## src/hdl/sha1_pkg.sv

```systemverilog
// sha1 engine package: controller/datapath command and status types,
// initial hash values, round constants and field codes
// no dependencies
`default_nettype none

package sha1_pkg;

	localparam logic CMD_APPEND = 1'b0;
	localparam logic CMD_FINISH = 1'b1;

	// byte source for a block push
	localparam logic [1:0] BSEL_DATA = 2'd0;
	localparam logic [1:0] BSEL_MARK = 2'd1;
	localparam logic [1:0] BSEL_ZERO = 2'd2;
	localparam logic [1:0] BSEL_LEN  = 2'd3;

	localparam logic [7:0] PAD_MARKER = 8'h80;
	localparam logic [5:0] FILL_LAST  = 6'd63;
	localparam logic [5:0] FILL_LEN   = 6'd56;
	localparam logic [2:0] WORD_LAST  = 3'd4;

	localparam logic [31:0] H_INIT [5] = '{
		32'h67452301, 32'hEFCDAB89, 32'h98BADCFE, 32'h10325476, 32'hC3D2E1F0
	};

	typedef struct packed {
		logic       push;
		logic [1:0] bsel;
		logic       cnt_len;
		logic       rnd;
		logic [1:0] kph;
		logic       add;
		logic       capture;
		logic       clear;
		logic [2:0] widx;
	} dp_cmd_t;

	typedef struct packed {
		logic [5:0] fill;
		logic       ovf;
	} dp_sts_t;

	function automatic logic [31:0] round_k(input logic [1:0] ph);
		logic [31:0] k;
		case (ph)
			2'd0:    k = 32'h5A827999;
			2'd1:    k = 32'h6ED9EBA1;
			2'd2:    k = 32'h8F1BBCDC;
			default: k = 32'hCA62C1D6;
		endcase
		return k;
	endfunction

endpackage

`default_nettype wire

```

## src/hdl/sha1_if.sv

```systemverilog
// valid/ready channel interfaces for the sha1 engine: message bytes in,
// digest words out
// depends on sha1_pkg
`default_nettype none

interface sha1_msg_if import sha1_pkg::*; ();
	logic       valid;
	logic       ready;
	logic       cmd;
	logic [7:0] data_byte;

	modport source (output valid, output cmd, output data_byte, input ready);
	modport sink (input valid, input cmd, input data_byte, output ready);
endinterface

interface sha1_dgst_if import sha1_pkg::*; ();
	logic        valid;
	logic        ready;
	logic [2:0]  word_index;
	logic [31:0] digest_word;
	logic        last_word;
	logic        too_long;

	modport source (output valid, output word_index, output digest_word,
		output last_word, output too_long, input ready);
	modport sink (input valid, input word_index, input digest_word,
		input last_word, input too_long, output ready);
endinterface

`default_nettype wire

```

## src/hdl/sha1_dp.sv

```systemverilog
// sha1 datapath: block shift register with rolling schedule, length count,
// hash and working registers, one round per step, digest output register
// depends on sha1_pkg
`default_nettype none

module sha1_dp import sha1_pkg::*; (
	input  wire logic        clk,
	input  wire logic        arst_n,
	input  wire dp_cmd_t     cmd,
	input  wire logic [7:0]  data_byte,
	output dp_sts_t          sts,
	output logic [31:0]      digest_word,
	output logic             too_long
);

	logic [511:0] blk_q;
	logic [5:0]   fill_q;
	logic [63:0]  len_q;
	logic         ovf_q;
	logic [31:0]  h_q [5];
	logic [31:0]  a_q, b_q, c_q, d_q, e_q;
	logic [31:0]  dig_q [5];
	logic         tl_q;

	logic [7:0]   push_byte;
	logic [64:0]  len_nxt;
	logic [31:0]  w0, wnew, f, tmp;
	logic [31:0]  sum [5];

	always_comb begin
		case (cmd.bsel)
			BSEL_DATA: push_byte = data_byte;
			BSEL_MARK: push_byte = PAD_MARKER;
			BSEL_LEN:  push_byte = len_q[{~fill_q[2:0], 3'b000} +: 8];
			default:   push_byte = 8'h00;
		endcase
	end

	assign len_nxt = {1'b0, len_q} + 65'd8;

	// schedule taps, word i of the window at [511-32i -: 32]
	assign w0   = blk_q[511:480];
	assign wnew = blk_q[95:64] ^ blk_q[255:224] ^ blk_q[447:416] ^ w0;

	always_comb begin
		case (cmd.kph)
			2'd0:    f = (b_q & c_q) | (~b_q & d_q);
			2'd2:    f = (b_q & c_q) | (b_q & d_q) | (c_q & d_q);
			default: f = b_q ^ c_q ^ d_q;
		endcase
		tmp = {a_q[26:0], a_q[31:27]} + f + e_q + w0 + round_k(cmd.kph);
	end

	assign sum[0] = h_q[0] + a_q;
	assign sum[1] = h_q[1] + b_q;
	assign sum[2] = h_q[2] + c_q;
	assign sum[3] = h_q[3] + d_q;
	assign sum[4] = h_q[4] + e_q;

	always_ff @(posedge clk or negedge arst_n) begin
		if (!arst_n) begin
			fill_q <= '0;
			len_q  <= '0;
			ovf_q  <= 1'b0;
			tl_q   <= 1'b0;
			for (int i = 0; i < 5; i++) h_q[i] <= H_INIT[i];
			a_q <= H_INIT[0];
			b_q <= H_INIT[1];
			c_q <= H_INIT[2];
			d_q <= H_INIT[3];
			e_q <= H_INIT[4];
		end else begin
			if (cmd.capture) begin
				tl_q <= ovf_q;
			end
			if (cmd.clear) begin
				fill_q <= '0;
				len_q  <= '0;
				ovf_q  <= 1'b0;
				for (int i = 0; i < 5; i++) h_q[i] <= H_INIT[i];
				a_q <= H_INIT[0];
				b_q <= H_INIT[1];
				c_q <= H_INIT[2];
				d_q <= H_INIT[3];
				e_q <= H_INIT[4];
			end else begin
				if (cmd.push) begin
					fill_q <= fill_q + 6'd1;
				end
				if (cmd.cnt_len) begin
					len_q <= len_nxt[63:0];
					if (len_nxt[64]) begin
						ovf_q <= 1'b1;
					end
				end
				if (cmd.add) begin
					for (int i = 0; i < 5; i++) h_q[i] <= sum[i];
					a_q <= sum[0];
					b_q <= sum[1];
					c_q <= sum[2];
					d_q <= sum[3];
					e_q <= sum[4];
				end else if (cmd.rnd) begin
					a_q <= tmp;
					b_q <= a_q;
					c_q <= {b_q[1:0], b_q[31:2]};
					d_q <= c_q;
					e_q <= d_q;
				end
			end
		end
	end

	always_ff @(posedge clk) begin
		if (cmd.push) begin
			blk_q <= {blk_q[503:0], push_byte};
		end else if (cmd.rnd) begin
			blk_q <= {blk_q[479:0], wnew[30:0], wnew[31]};
		end
		if (cmd.capture) begin
			for (int i = 0; i < 5; i++) dig_q[i] <= ovf_q ? 32'h0 : h_q[i];
		end
	end

	always_comb begin
		case (cmd.widx)
			3'd0:    digest_word = dig_q[0];
			3'd1:    digest_word = dig_q[1];
			3'd2:    digest_word = dig_q[2];
			3'd3:    digest_word = dig_q[3];
			3'd4:    digest_word = dig_q[4];
			default: digest_word = 32'h0;
		endcase
	end

	assign too_long = tl_q;
	assign sts.fill = fill_q;
	assign sts.ovf  = ovf_q;

endmodule

`default_nettype wire

```

## src/hdl/sha1_ctrl.sv

```systemverilog
// sha1 controller: byte intake, padding sequencer, round counter and
// digest word emitter
// depends on sha1_pkg
`default_nettype none

module sha1_ctrl import sha1_pkg::*; (
	input  wire logic    clk,
	input  wire logic    arst_n,
	input  wire logic    in_valid,
	input  wire logic    in_cmd,
	output logic         in_ready,
	output logic         out_valid,
	input  wire logic    out_ready,
	input  wire dp_sts_t sts,
	output dp_cmd_t      cmd
);

	localparam logic [2:0] ST_IDLE  = 3'd0;
	localparam logic [2:0] ST_PAD   = 3'd1;
	localparam logic [2:0] ST_ROUND = 3'd2;
	localparam logic [2:0] ST_ADD   = 3'd3;
	localparam logic [2:0] ST_DONE  = 3'd4;

	localparam logic [4:0] RCNT_LAST  = 5'd19;
	localparam logic [1:0] PHASE_LAST = 2'd3;

	logic [2:0] state_q;
	logic [4:0] rcnt_q;
	logic [1:0] phase_q;
	logic       fin_q, mark_q, lenblk_q;
	logic       emit_busy_q;
	logic [2:0] emit_cnt_q;
	logic       acc, full;

	assign in_ready  = (state_q == ST_IDLE);
	assign acc       = in_valid && in_ready;
	assign out_valid = emit_busy_q;
	assign full      = cmd.push && (sts.fill == FILL_LAST);

	always_comb begin
		cmd      = '0;
		cmd.kph  = phase_q;
		cmd.widx = emit_cnt_q;
		case (state_q)
			ST_IDLE: begin
				if (acc && in_cmd == CMD_APPEND && !sts.ovf) begin
					cmd.push    = 1'b1;
					cmd.bsel    = BSEL_DATA;
					cmd.cnt_len = 1'b1;
				end
			end
			ST_PAD: begin
				cmd.push = 1'b1;
				if (!mark_q) begin
					cmd.bsel = BSEL_MARK;
				end else if (sts.fill < FILL_LEN) begin
					cmd.bsel = BSEL_ZERO;
				end else if (lenblk_q) begin
					cmd.bsel = BSEL_LEN;
				end else begin
					cmd.bsel = BSEL_ZERO;
				end
			end
			ST_ROUND: cmd.rnd = 1'b1;
			ST_ADD:   cmd.add = 1'b1;
			ST_DONE: begin
				if (!emit_busy_q) begin
					cmd.capture = 1'b1;
					cmd.clear   = 1'b1;
				end
			end
			default: ;
		endcase
	end

	always_ff @(posedge clk or negedge arst_n) begin
		if (!arst_n) begin
			state_q     <= ST_IDLE;
			rcnt_q      <= '0;
			phase_q     <= '0;
			fin_q       <= 1'b0;
			mark_q      <= 1'b0;
			lenblk_q    <= 1'b0;
			emit_busy_q <= 1'b0;
			emit_cnt_q  <= '0;
		end else begin
			case (state_q)
				ST_IDLE: begin
					if (acc) begin
						if (in_cmd == CMD_FINISH) begin
							fin_q   <= 1'b1;
							mark_q  <= 1'b0;
							state_q <= sts.ovf ? ST_DONE : ST_PAD;
						end else if (full) begin
							rcnt_q  <= '0;
							phase_q <= '0;
							state_q <= ST_ROUND;
						end
					end
				end
				ST_PAD: begin
					if (!mark_q) begin
						mark_q   <= 1'b1;
						lenblk_q <= (sts.fill < FILL_LEN);
					end
					if (full) begin
						rcnt_q  <= '0;
						phase_q <= '0;
						state_q <= ST_ROUND;
					end
				end
				ST_ROUND: begin
					if (rcnt_q == RCNT_LAST) begin
						rcnt_q <= '0;
						if (phase_q == PHASE_LAST) begin
							state_q <= ST_ADD;
						end else begin
							phase_q <= phase_q + 2'd1;
						end
					end else begin
						rcnt_q <= rcnt_q + 5'd1;
					end
				end
				ST_ADD: begin
					if (!fin_q) begin
						state_q <= ST_IDLE;
					end else if (lenblk_q) begin
						state_q <= ST_DONE;
					end else begin
						lenblk_q <= 1'b1;
						state_q  <= ST_PAD;
					end
				end
				ST_DONE: begin
					if (!emit_busy_q) begin
						fin_q       <= 1'b0;
						emit_busy_q <= 1'b1;
						emit_cnt_q  <= '0;
						state_q     <= ST_IDLE;
					end
				end
				default: state_q <= ST_IDLE;
			endcase

			if (emit_busy_q && out_ready) begin
				if (emit_cnt_q == WORD_LAST) begin
					emit_busy_q <= 1'b0;
				end else begin
					emit_cnt_q <= emit_cnt_q + 3'd1;
				end
			end
		end
	end

	a_emit_range: assert property (@(posedge clk) disable iff (!arst_n)
		emit_busy_q |-> emit_cnt_q <= WORD_LAST)
		else $error("digest word index out of range");

	a_emit_end: assert property (@(posedge clk) disable iff (!arst_n)
		$fell(emit_busy_q) |-> $past(emit_cnt_q) == WORD_LAST)
		else $error("digest emission ended early");

	a_capture_free: assert property (@(posedge clk) disable iff (!arst_n)
		cmd.capture |-> !emit_busy_q)
		else $error("digest captured over a pending transfer");

	a_push_or_round: assert property (@(posedge clk) disable iff (!arst_n)
		!(cmd.push && (cmd.rnd || cmd.add)))
		else $error("block push during compression");

	a_round_after_full: assert property (@(posedge clk) disable iff (!arst_n)
		full |=> state_q == ST_ROUND && sts.fill == 6'd0)
		else $error("full block did not start compression");

endmodule

`default_nettype wire

```

## src/hdl/sha1_hash_engine.sv

```systemverilog
// sha1_hash_engine: byte-stream sha-1 engine, top level
// ties the controller and datapath to the message and digest channels
// depends on sha1_pkg, sha1_if, sha1_ctrl, sha1_dp
//
// usage:
//   msg carries one item per transfer: cmd append with data_byte, or cmd finish.
//   digest returns five transfers per finish, word_index 0..4 (H0 first),
//   last_word on the fifth, too_long with zero words if the bit length overflowed.
// timing:
//   the append that fills a 64-byte block holds msg.ready low for the 80
//   rounds in the shared round unit plus the hash add.
//   a finish pads one byte per cycle up to the block end, then runs one or
//   two compressions; digest valid rises once the done state has captured
//   the words.
//   the digest drains from its own register, so the next message is accepted
//   while words wait; a later finish waits for the previous digest to drain.
// reset:
//   arst_n restores the initial hash, an empty block and a zero length.
`default_nettype none

module sha1_hash_engine import sha1_pkg::*; (
	input  wire logic    clk,
	input  wire logic    arst_n,
	sha1_msg_if.sink     msg,
	sha1_dgst_if.source  digest
);

	dp_cmd_t cmd;
	dp_sts_t sts;

	sha1_ctrl u_ctrl (
		.clk       (clk),
		.arst_n    (arst_n),
		.in_valid  (msg.valid),
		.in_cmd    (msg.cmd),
		.in_ready  (msg.ready),
		.out_valid (digest.valid),
		.out_ready (digest.ready),
		.sts       (sts),
		.cmd       (cmd)
	);

	sha1_dp u_dp (
		.clk         (clk),
		.arst_n      (arst_n),
		.cmd         (cmd),
		.data_byte   (msg.data_byte),
		.sts         (sts),
		.digest_word (digest.digest_word),
		.too_long    (digest.too_long)
	);

	assign digest.word_index = cmd.widx;
	assign digest.last_word  = (cmd.widx == WORD_LAST);

endmodule

`default_nettype wire

```

## src/flat_wrapper.sv

```systemverilog
// flat-port wrapper written by rule: the top's interface ports become plain ports
module sha1_hash_engine_flat import sha1_pkg::*;
  (clk, arst_n, msg_valid, msg_cmd, msg_data_byte, msg_ready, digest_valid, digest_word_index, digest_digest_word, digest_last_word, digest_too_long, digest_ready);
  sha1_msg_if msg_i ();
  sha1_dgst_if digest_i ();
  input  wire logic clk;
  input  wire logic arst_n;
  input wire logic [$bits(msg_i.valid)-1:0] msg_valid;
  input wire logic [$bits(msg_i.cmd)-1:0] msg_cmd;
  input wire logic [$bits(msg_i.data_byte)-1:0] msg_data_byte;
  output wire logic [$bits(msg_i.ready)-1:0] msg_ready;
  output wire logic [$bits(digest_i.valid)-1:0] digest_valid;
  output wire logic [$bits(digest_i.word_index)-1:0] digest_word_index;
  output wire logic [$bits(digest_i.digest_word)-1:0] digest_digest_word;
  output wire logic [$bits(digest_i.last_word)-1:0] digest_last_word;
  output wire logic [$bits(digest_i.too_long)-1:0] digest_too_long;
  input wire logic [$bits(digest_i.ready)-1:0] digest_ready;
  assign msg_i.valid = msg_valid;
  assign msg_i.cmd = msg_cmd;
  assign msg_i.data_byte = msg_data_byte;
  assign msg_ready = msg_i.ready;
  assign digest_valid = digest_i.valid;
  assign digest_word_index = digest_i.word_index;
  assign digest_digest_word = digest_i.digest_word;
  assign digest_last_word = digest_i.last_word;
  assign digest_too_long = digest_i.too_long;
  assign digest_i.ready = digest_ready;
  sha1_hash_engine u_core (.clk(clk), .arst_n(arst_n), .msg(msg_i), .digest(digest_i));
endmodule
```

## config.mk

```make
export PLATFORM = sky130hd
export DESIGN_NAME = sha1_hash_engine_flat
export DESIGN_NICKNAME = d
export VERILOG_FILES = /design/src/hdl/sha1_pkg.sv /design/src/hdl/sha1_if.sv /design/src/hdl/sha1_dp.sv /design/src/hdl/sha1_ctrl.sv /design/src/hdl/sha1_hash_engine.sv /design/src/flat_wrapper.sv
export SDC_FILE = /design/constraint.sdc
export NUM_CORES = 2
export LEC_CHECK = 0
export BUFFER_PORTS_ARGS = -buffer_cell sky130_fd_sc_hd__buf_2
export CORE_MARGIN = 2
export CORE_UTILIZATION = 25
export CTS_BUF_LIST = sky130_fd_sc_hd__clkbuf_4
export CTS_CLUSTER_DIAMETER = 40
export CTS_CLUSTER_SIZE = 8
export DETAILED_ROUTE_END_ITERATION = 10
export SYNTH_ARGS = -nofsm -noshare
export SYNTH_HDL_FRONTEND = slang
export SYNTH_SLANG_ARGS = --single-unit
export TNS_END_PERCENT = 10
```

## constraint.sdc

```tcl
create_clock -name clk -period 15.03 [get_ports clk]
set_input_delay 1.503 -clock clk [delete_from_list [all_inputs] [get_ports clk]]
set_output_delay 1.503 -clock clk [all_outputs]
set_load 0.1 [all_outputs]
```

# After elaboration in Yosys (flattened, before gate mapping)
# Memory sizes are Yosys's and may differ from the RTL's.
# Cells that the tools add are included.
[totals]
ff_bits = 921
ramBits = 160
inputBits = 13
out_inout_bits = 39
elab_cells = 191
memories = 1
[mem_list]
columns = ["name", "depth", "width", "read_ports", "rd_clocked_by_memory_dff", "wr", "line", "text"]
rows = [
  ["u_core.u_dp.dig_q", 5, 32, 5, 0, 5, "sha1_dp.sv:22", "logic [31:0] dig_q [5];"],
]
[op_classes]
n_addsub = 14
order_cmp = 1
eq_ne = 24
shift = 1
n_mux = 85
n_bitwise = 15
n_reduce_logical = 27
[op_table]
columns = ["cell", "count"]
rows = [
  ["$mux W512", 2],
  ["$mux W32", 20],
  ["$mux W160", 2],
  ["$add A32 B32 Y32", 9],
  ["$pmux W32 S5", 1],
  ["$xor A32 B32 Y32", 5],
  ["$and A32 B32 Y32", 4],
  ["$mux W64", 2],
  ["$or A32 B32 Y32", 3],
  ["$pmux W32 S3", 1],
  ["$add A64 B4 Y65 const B", 1],
  ["$pmux W32 S2", 1],
  ["$shiftx A64 B7 Y8", 1],
  ["$mux W3", 13],
  ["$not A32 Y32", 1],
  ["$pmux W8 S3", 1],
  ["$mux W5", 4],
  ["$mux W1", 19],
  ["$mux W2", 9],
  ["$ne A2 B2 Y1 const B", 8],
  ["$reduce_bool A2 Y1", 8],
  ["$pmux W3 S5", 1],
  ["$pmux W5 S3", 1],
  ["$eq A3 B2 Y1 const B", 4],
  ["other kinds (28)", 46],
]

# Logic depth before layout (Yosys ltp)
[depth]
word_depth = 11
depth_mapped = 23
mapped_depth_nobuf = 22

# Hierarchy
# Synthesis repeated with hierarchy kept, for this count alone.
[hier_totals]
hier_cells = 5331
area_unflattened_um2 = 60648.2
[by_module_without_submodules]
columns = ["mod", "instances", "cells_each", "area_each_um2", "seq_area_each_um2"]
rows = [
  ["sha1_dp", 1, 5214, 59543.4, 30113.9],
  ["sha1_ctrl", 1, 116, 1092.3, 425.4],
  ["sha1_hash_engine", 1, 1, 12.5, 0.0],
]

# Worst setup path after synthesis
# OpenSTA, ideal clock, no wires.
[synth_timing]
path_kind = "in2reg"
from = "input msg_valid"
to = "register u_core.u_dp.blk_q[0] (enable)"
setup_ps = 3638
arrival_ps = 10857
required_ps = 11392
path_slack_ps = 535
path_stages = 6
n_path_buf = 2
cell_sequence = "nand2b_1 > nor4_4 > nor2_1 > clkbuf_1 > clkbuf_1 > nand2_1"
[synth_via]
elab_chain_cells = 6
[synth_lines]
columns = ["item", "line", "text"]
rows = [
  ["start, declared", "flat_wrapper.sv:8", "input wire logic [$bits(msg_i.valid)-1:0] msg_valid;"],
  ["$logic_and A1 B1 Y1", "sha1_ctrl.sv:36", "assign acc = in_valid && in_ready;"],
  ["$logic_and A1 B1 Y1 (2 in a row)", "sha1_ctrl.sv:46", "if (acc && in_cmd == CMD_APPEND && !sts.ovf) begin"],
  ["$mux W4", "sha1_ctrl.sv:46", ""],
  ["$pmux W3 S2", "sha1_ctrl.sv:44", "case (state_q)"],
  ["$reduce_bool A2 Y1 (no source line)", "-", ""],
  ["end signal, assigned", "sha1_dp.sv:116", "blk_q <= {blk_q[503:0], push_byte};"],
  ["end signal, assigned", "sha1_dp.sv:118", "blk_q <= {blk_q[479:0], wnew[30:0], wnew[31]};"],
  ["end, declared", "sha1_dp.sv:16", "logic [511:0] blk_q;"],
]
# Every way passes these cells.
# A chain may end at the register's enable or synchronous reset.

# Final worst setup path
[layout_timing]
from = "register u_core.u_ctrl.emit_cnt_q[0]"
to = "output digest_digest_word[0]"
[layout_via]
elab_chain_cells = 2
word_cells_on_any_way = 6
cone_classes = "4 x eq/ne; 1 x mux; 1 x reduce/logical"
[layout_lines]
columns = ["item", "line", "text"]
rows = [
  ["start, declared", "sha1_ctrl.sv:32", "logic [2:0] emit_cnt_q;"],
  ["start signal, assigned", "sha1_ctrl.sv:149", "emit_cnt_q <= emit_cnt_q + 3'd1;"],
  ["$eq A3 B3 Y1, or another cell as far along", "sha1_dp.sv:126", "case (cmd.widx)"],
  ["$pmux W32 S5 (*)", "sha1_dp.sv:126", ""],
  ["end, declared", "flat_wrapper.sv:14", "output wire logic [$bits(digest_i.digest_word)-1:0] digest_digest_word;"],
]
# Mark *: on every way between the ends. The rest lies on a longest branch, timed or not.

==> impl_metrics.yaml <==
synthesis:
  synth_cell_types: 85
  synth_seq_area_share_pct: 50.8
  synth_seq_cells: 1078
  ys.flop_type: "edfxtp_1"
  yosys_warnings: 0
  async_flop_share_pct: 37.7
  syn_nets: 6585
  post_synth.cell_area_avg_sq_um: 9.62
  synth_edf_count: 672
  syn_area_sq_mm: 0.0601
  syn-instance-count: 6244
run:
  maxCapViolCount: 0
cts:
  hold_buffers: 0
  clk_path_buf_depth: 3
  path_clk_slew_ns: 0.10
  cts_resized: 0
  insertion_delay_ns: 1.28
  cts_buffers: 190
  cts_tree: "yes"
  h-tree-depth: 4
  cts-root-buf: "clkbuf_4"
  numClockSinks: 1078
  post_cts_buffers: 0
floorplan:
  row_count: 179
  dieArea_sq_mm: 0.244
  core_area_sq_mm: 0.239
  ios: 52
  fp.dieW_microns: 494
  fp.dieH_microns: 494
  initial_core_util_pct: 25.2
timing:
  finalSetupTns_ns: 0
  hold_viol_final: 0
  fmax_mhz: 157
  setup_viol_count_final: 0
  fin_skew_ns: 0.109
  rsz0062_at_grt: "false"
  finalCritPeriodShare_pct: 42.4
  hold_ws_ns: 0.220
  tightest_slew_ns: 1.28
  relSlewSlack_pct: 14.8
  slew_viol_final: 0
  period_needed_ns: 6.37
critical_path:
  r2r-end: "u_core.u_dp.blk_q[154]"
  critPathMaxFanout: 23
  rrSetupSlack_ns: 8.80
  end_kind: "output pin"
  worstPathArrival_ns: 4.87
  start_kind: "flop"
  criticalPathCategory: "reg -> out"
  crit_path_start: "u_core.u_ctrl.emit_cnt_q[0]"
  crit_required_ns: 13.53
  rr_worst_depth: 7
  reg2reg_from: "u_core.u_ctrl.state_q[0]"
cells_and_area:
  nNetsFinal: 6575
  fin_util_pct: 27.9
  drive_above_1_share_pct: 9.89
  final_cell_area_sq_mm: 0.0666
  areaGrowthSynthToFinish_pct: 10.8
  mostFrequentLayoutCell: "nand2_1"
  layout_common_cells: "nand2_1 (1878), edfxtp_1 (672), inv_1 (362), a21oi_1 (310), o21ai_0 (290)"
global_routing:
  grt_pass1_wl_microns: 266000
  grt_max_degree: 248
  grtUsageTotal_pct: 13.8
  grt_pass1_vias: 44629
  grt_overflow: 0
  antenna_found_initial: 15
detailed_routing:
  routed_wl_microns: 172000
  drt-initial-drc-count: 5154
  dr.pass1.iters: 6
  ant_nets: 0
  drcViolationCount: 0
  routed_via_density: 4.76
  wl_per_cell_microns: 18.0
  vias: 45477
status:
  outcome: "complete, no violations"
placement:
  hpwl_microns: 119000
  placed_area_sq_mm: 0.0637
  port_buffers: 51
  place_congestion: 0.929
pwr:
  powerDensity_mw_per_mm2: 231
  ir_drop_v: 0.000184
  p_leak_nw: 29.2
hold_path:
  hp-class: "in -> async"
[flip-flops by register name, indices dropped and copies added, names as in the netlist]
signal                    cells
u_core.u_ctrl.state_q         3
u_core.u_dp.b_q              32
u_core.u_dp.too_long          1
u_core.u_ctrl.mark_q          1
u_core.u_dp.c_q              32
u_core.u_dp.dig_q           160
u_core.u_dp.h_q             160
u_core.u_ctrl.rcnt_q          5
u_core.u_dp.ovf_q             1
u_core.u_ctrl.fin_q           1
u_core.u_ctrl.lenblk_q        1
u_core.u_dp.a_q              32
u_core.u_dp.len_q            61
u_core.u_ctrl.phase_q         2
u_core.u_dp.blk_q           512
u_core.u_ctrl.emit_cnt_q      3
u_core.u_dp.fill_q            6
u_core.u_dp.e_q              32
u_core.u_ctrl.out_valid       1
u_core.u_dp.d_q              32
[layer usage]
metal / part of all wire [%] / global-route usage, % / up-vias
met1: 46 / 19.7 / 22219
met4: 2.7 / 4.06 / 14
met2: 44 / 20.9 / 1529
met5: 0.058 / 0 / -
li1: - / - / 21397
met3: 7.7 / 2.86 / 318
[worst max path at each step]
stage / endpoint / cells past startpoint
2_1_floorplan: u_core.u_dp.blk_q[0] / 6
3_3_place_gp: u_core.u_dp.blk_q[338] / 7
3_5_place_dp: u_core.u_dp.blk_q[194] / 7
4_1_cts: digest_digest_word[0] / 9
5_1_grt: digest_digest_word[0] / 9
6_report: digest_digest_word[0] / 9
[per-stage QoR]
stage / worst slack, ns / std cells / power [mW]
global placement: 8.54 / 9209 / 12.9
detailed placement: 8.42 / 9209 / 13.0
global route: 8.35 / 9553 / 16.6
CTS: 8.52 / 9549 / 15.4
floorplan: 0.535 / 6244 / 11.2
finish: 8.66 / 9557 / 15.4
[cell families after synthesis]
family	after synthesis	share of synthesized area (%)
multiplexers	69	1.42
AND/OR/NAND/NOR	2612	18.2
adder cells (fa/ha/maj)	328	8.39
buffers and inverters	669	4.22
AO/OA/AOI/OAI	1155	12.1
XOR/XNOR	333	4.85
flip-flops	1078	50.8
[critical path, cell delays in order, from the launching register on]
cell and delay [ns]:
dfrtp_1 0.45, inv_1 0.12, ha_1 0.21, buf_4 0.18
nand2_1 0.14, clkinv_1 0.55, buf_4 0.48, a222oi_1 0.89
o21ai_0 0.24, buf_2 0.37
[synthesized netlist by cell type, drive strengths merged (7+ instances only)]
cell,instances,area share [%]
o22ai,59,0.61
and4,15,0.22
dfrtp,246,10
a31oi,27,0.28
nor3,45,0.37
and2,13,0.14
a2bb2oi,7,0.10
edfxtp,672,34
xnor2,224,3.3
o31ai,10,0.12
a21boi,7,0.087
mux4,13,0.49
nand2b,20,0.21
or2,8,0.087
or3,14,0.15
clkbuf,280,1.7
nand2,1882,12
xor2,109,1.6
dfstp,160,7.0
ha,203,4.2
a32oi,9,0.13
mux2i,55,0.92
fa,125,4.2
a21oi,310,2.6
nor2,238,1.5
a22oi,89,1.1
a21o,89,1.1
nand4,22,0.24
a211oi,32,0.40
o221ai,27,0.39
and3,31,0.32
nand3,113,0.94
o32ai,7,0.10
o21a,26,0.32
nor2b,190,2.0
a221o,7,0.12
inv,363,2.3
o21bai,21,0.26
o211ai,70,0.87
o21ai,291,2.4
buf,24,0.19
[area by class of cell]
cell class,count,area [sq um]
multi-input cells,4497,27100
clock inverters,90,963
repair buffers,102,698
inverters,365,1380
fillers,25149,172000
well taps,3167,3960
diodes,8,20.0
clock buffers,250,1880
flip-flops and latches,1078,30500
[power by group]
group	internal, mW	leakage [nW]	switching [mW]
clock	1.14	1.63	1.20
combinational	2.75	15.3	4.78
sequential	4.70	12.3	0.812
Note: power is estimated with default switching activity, not from simulation.
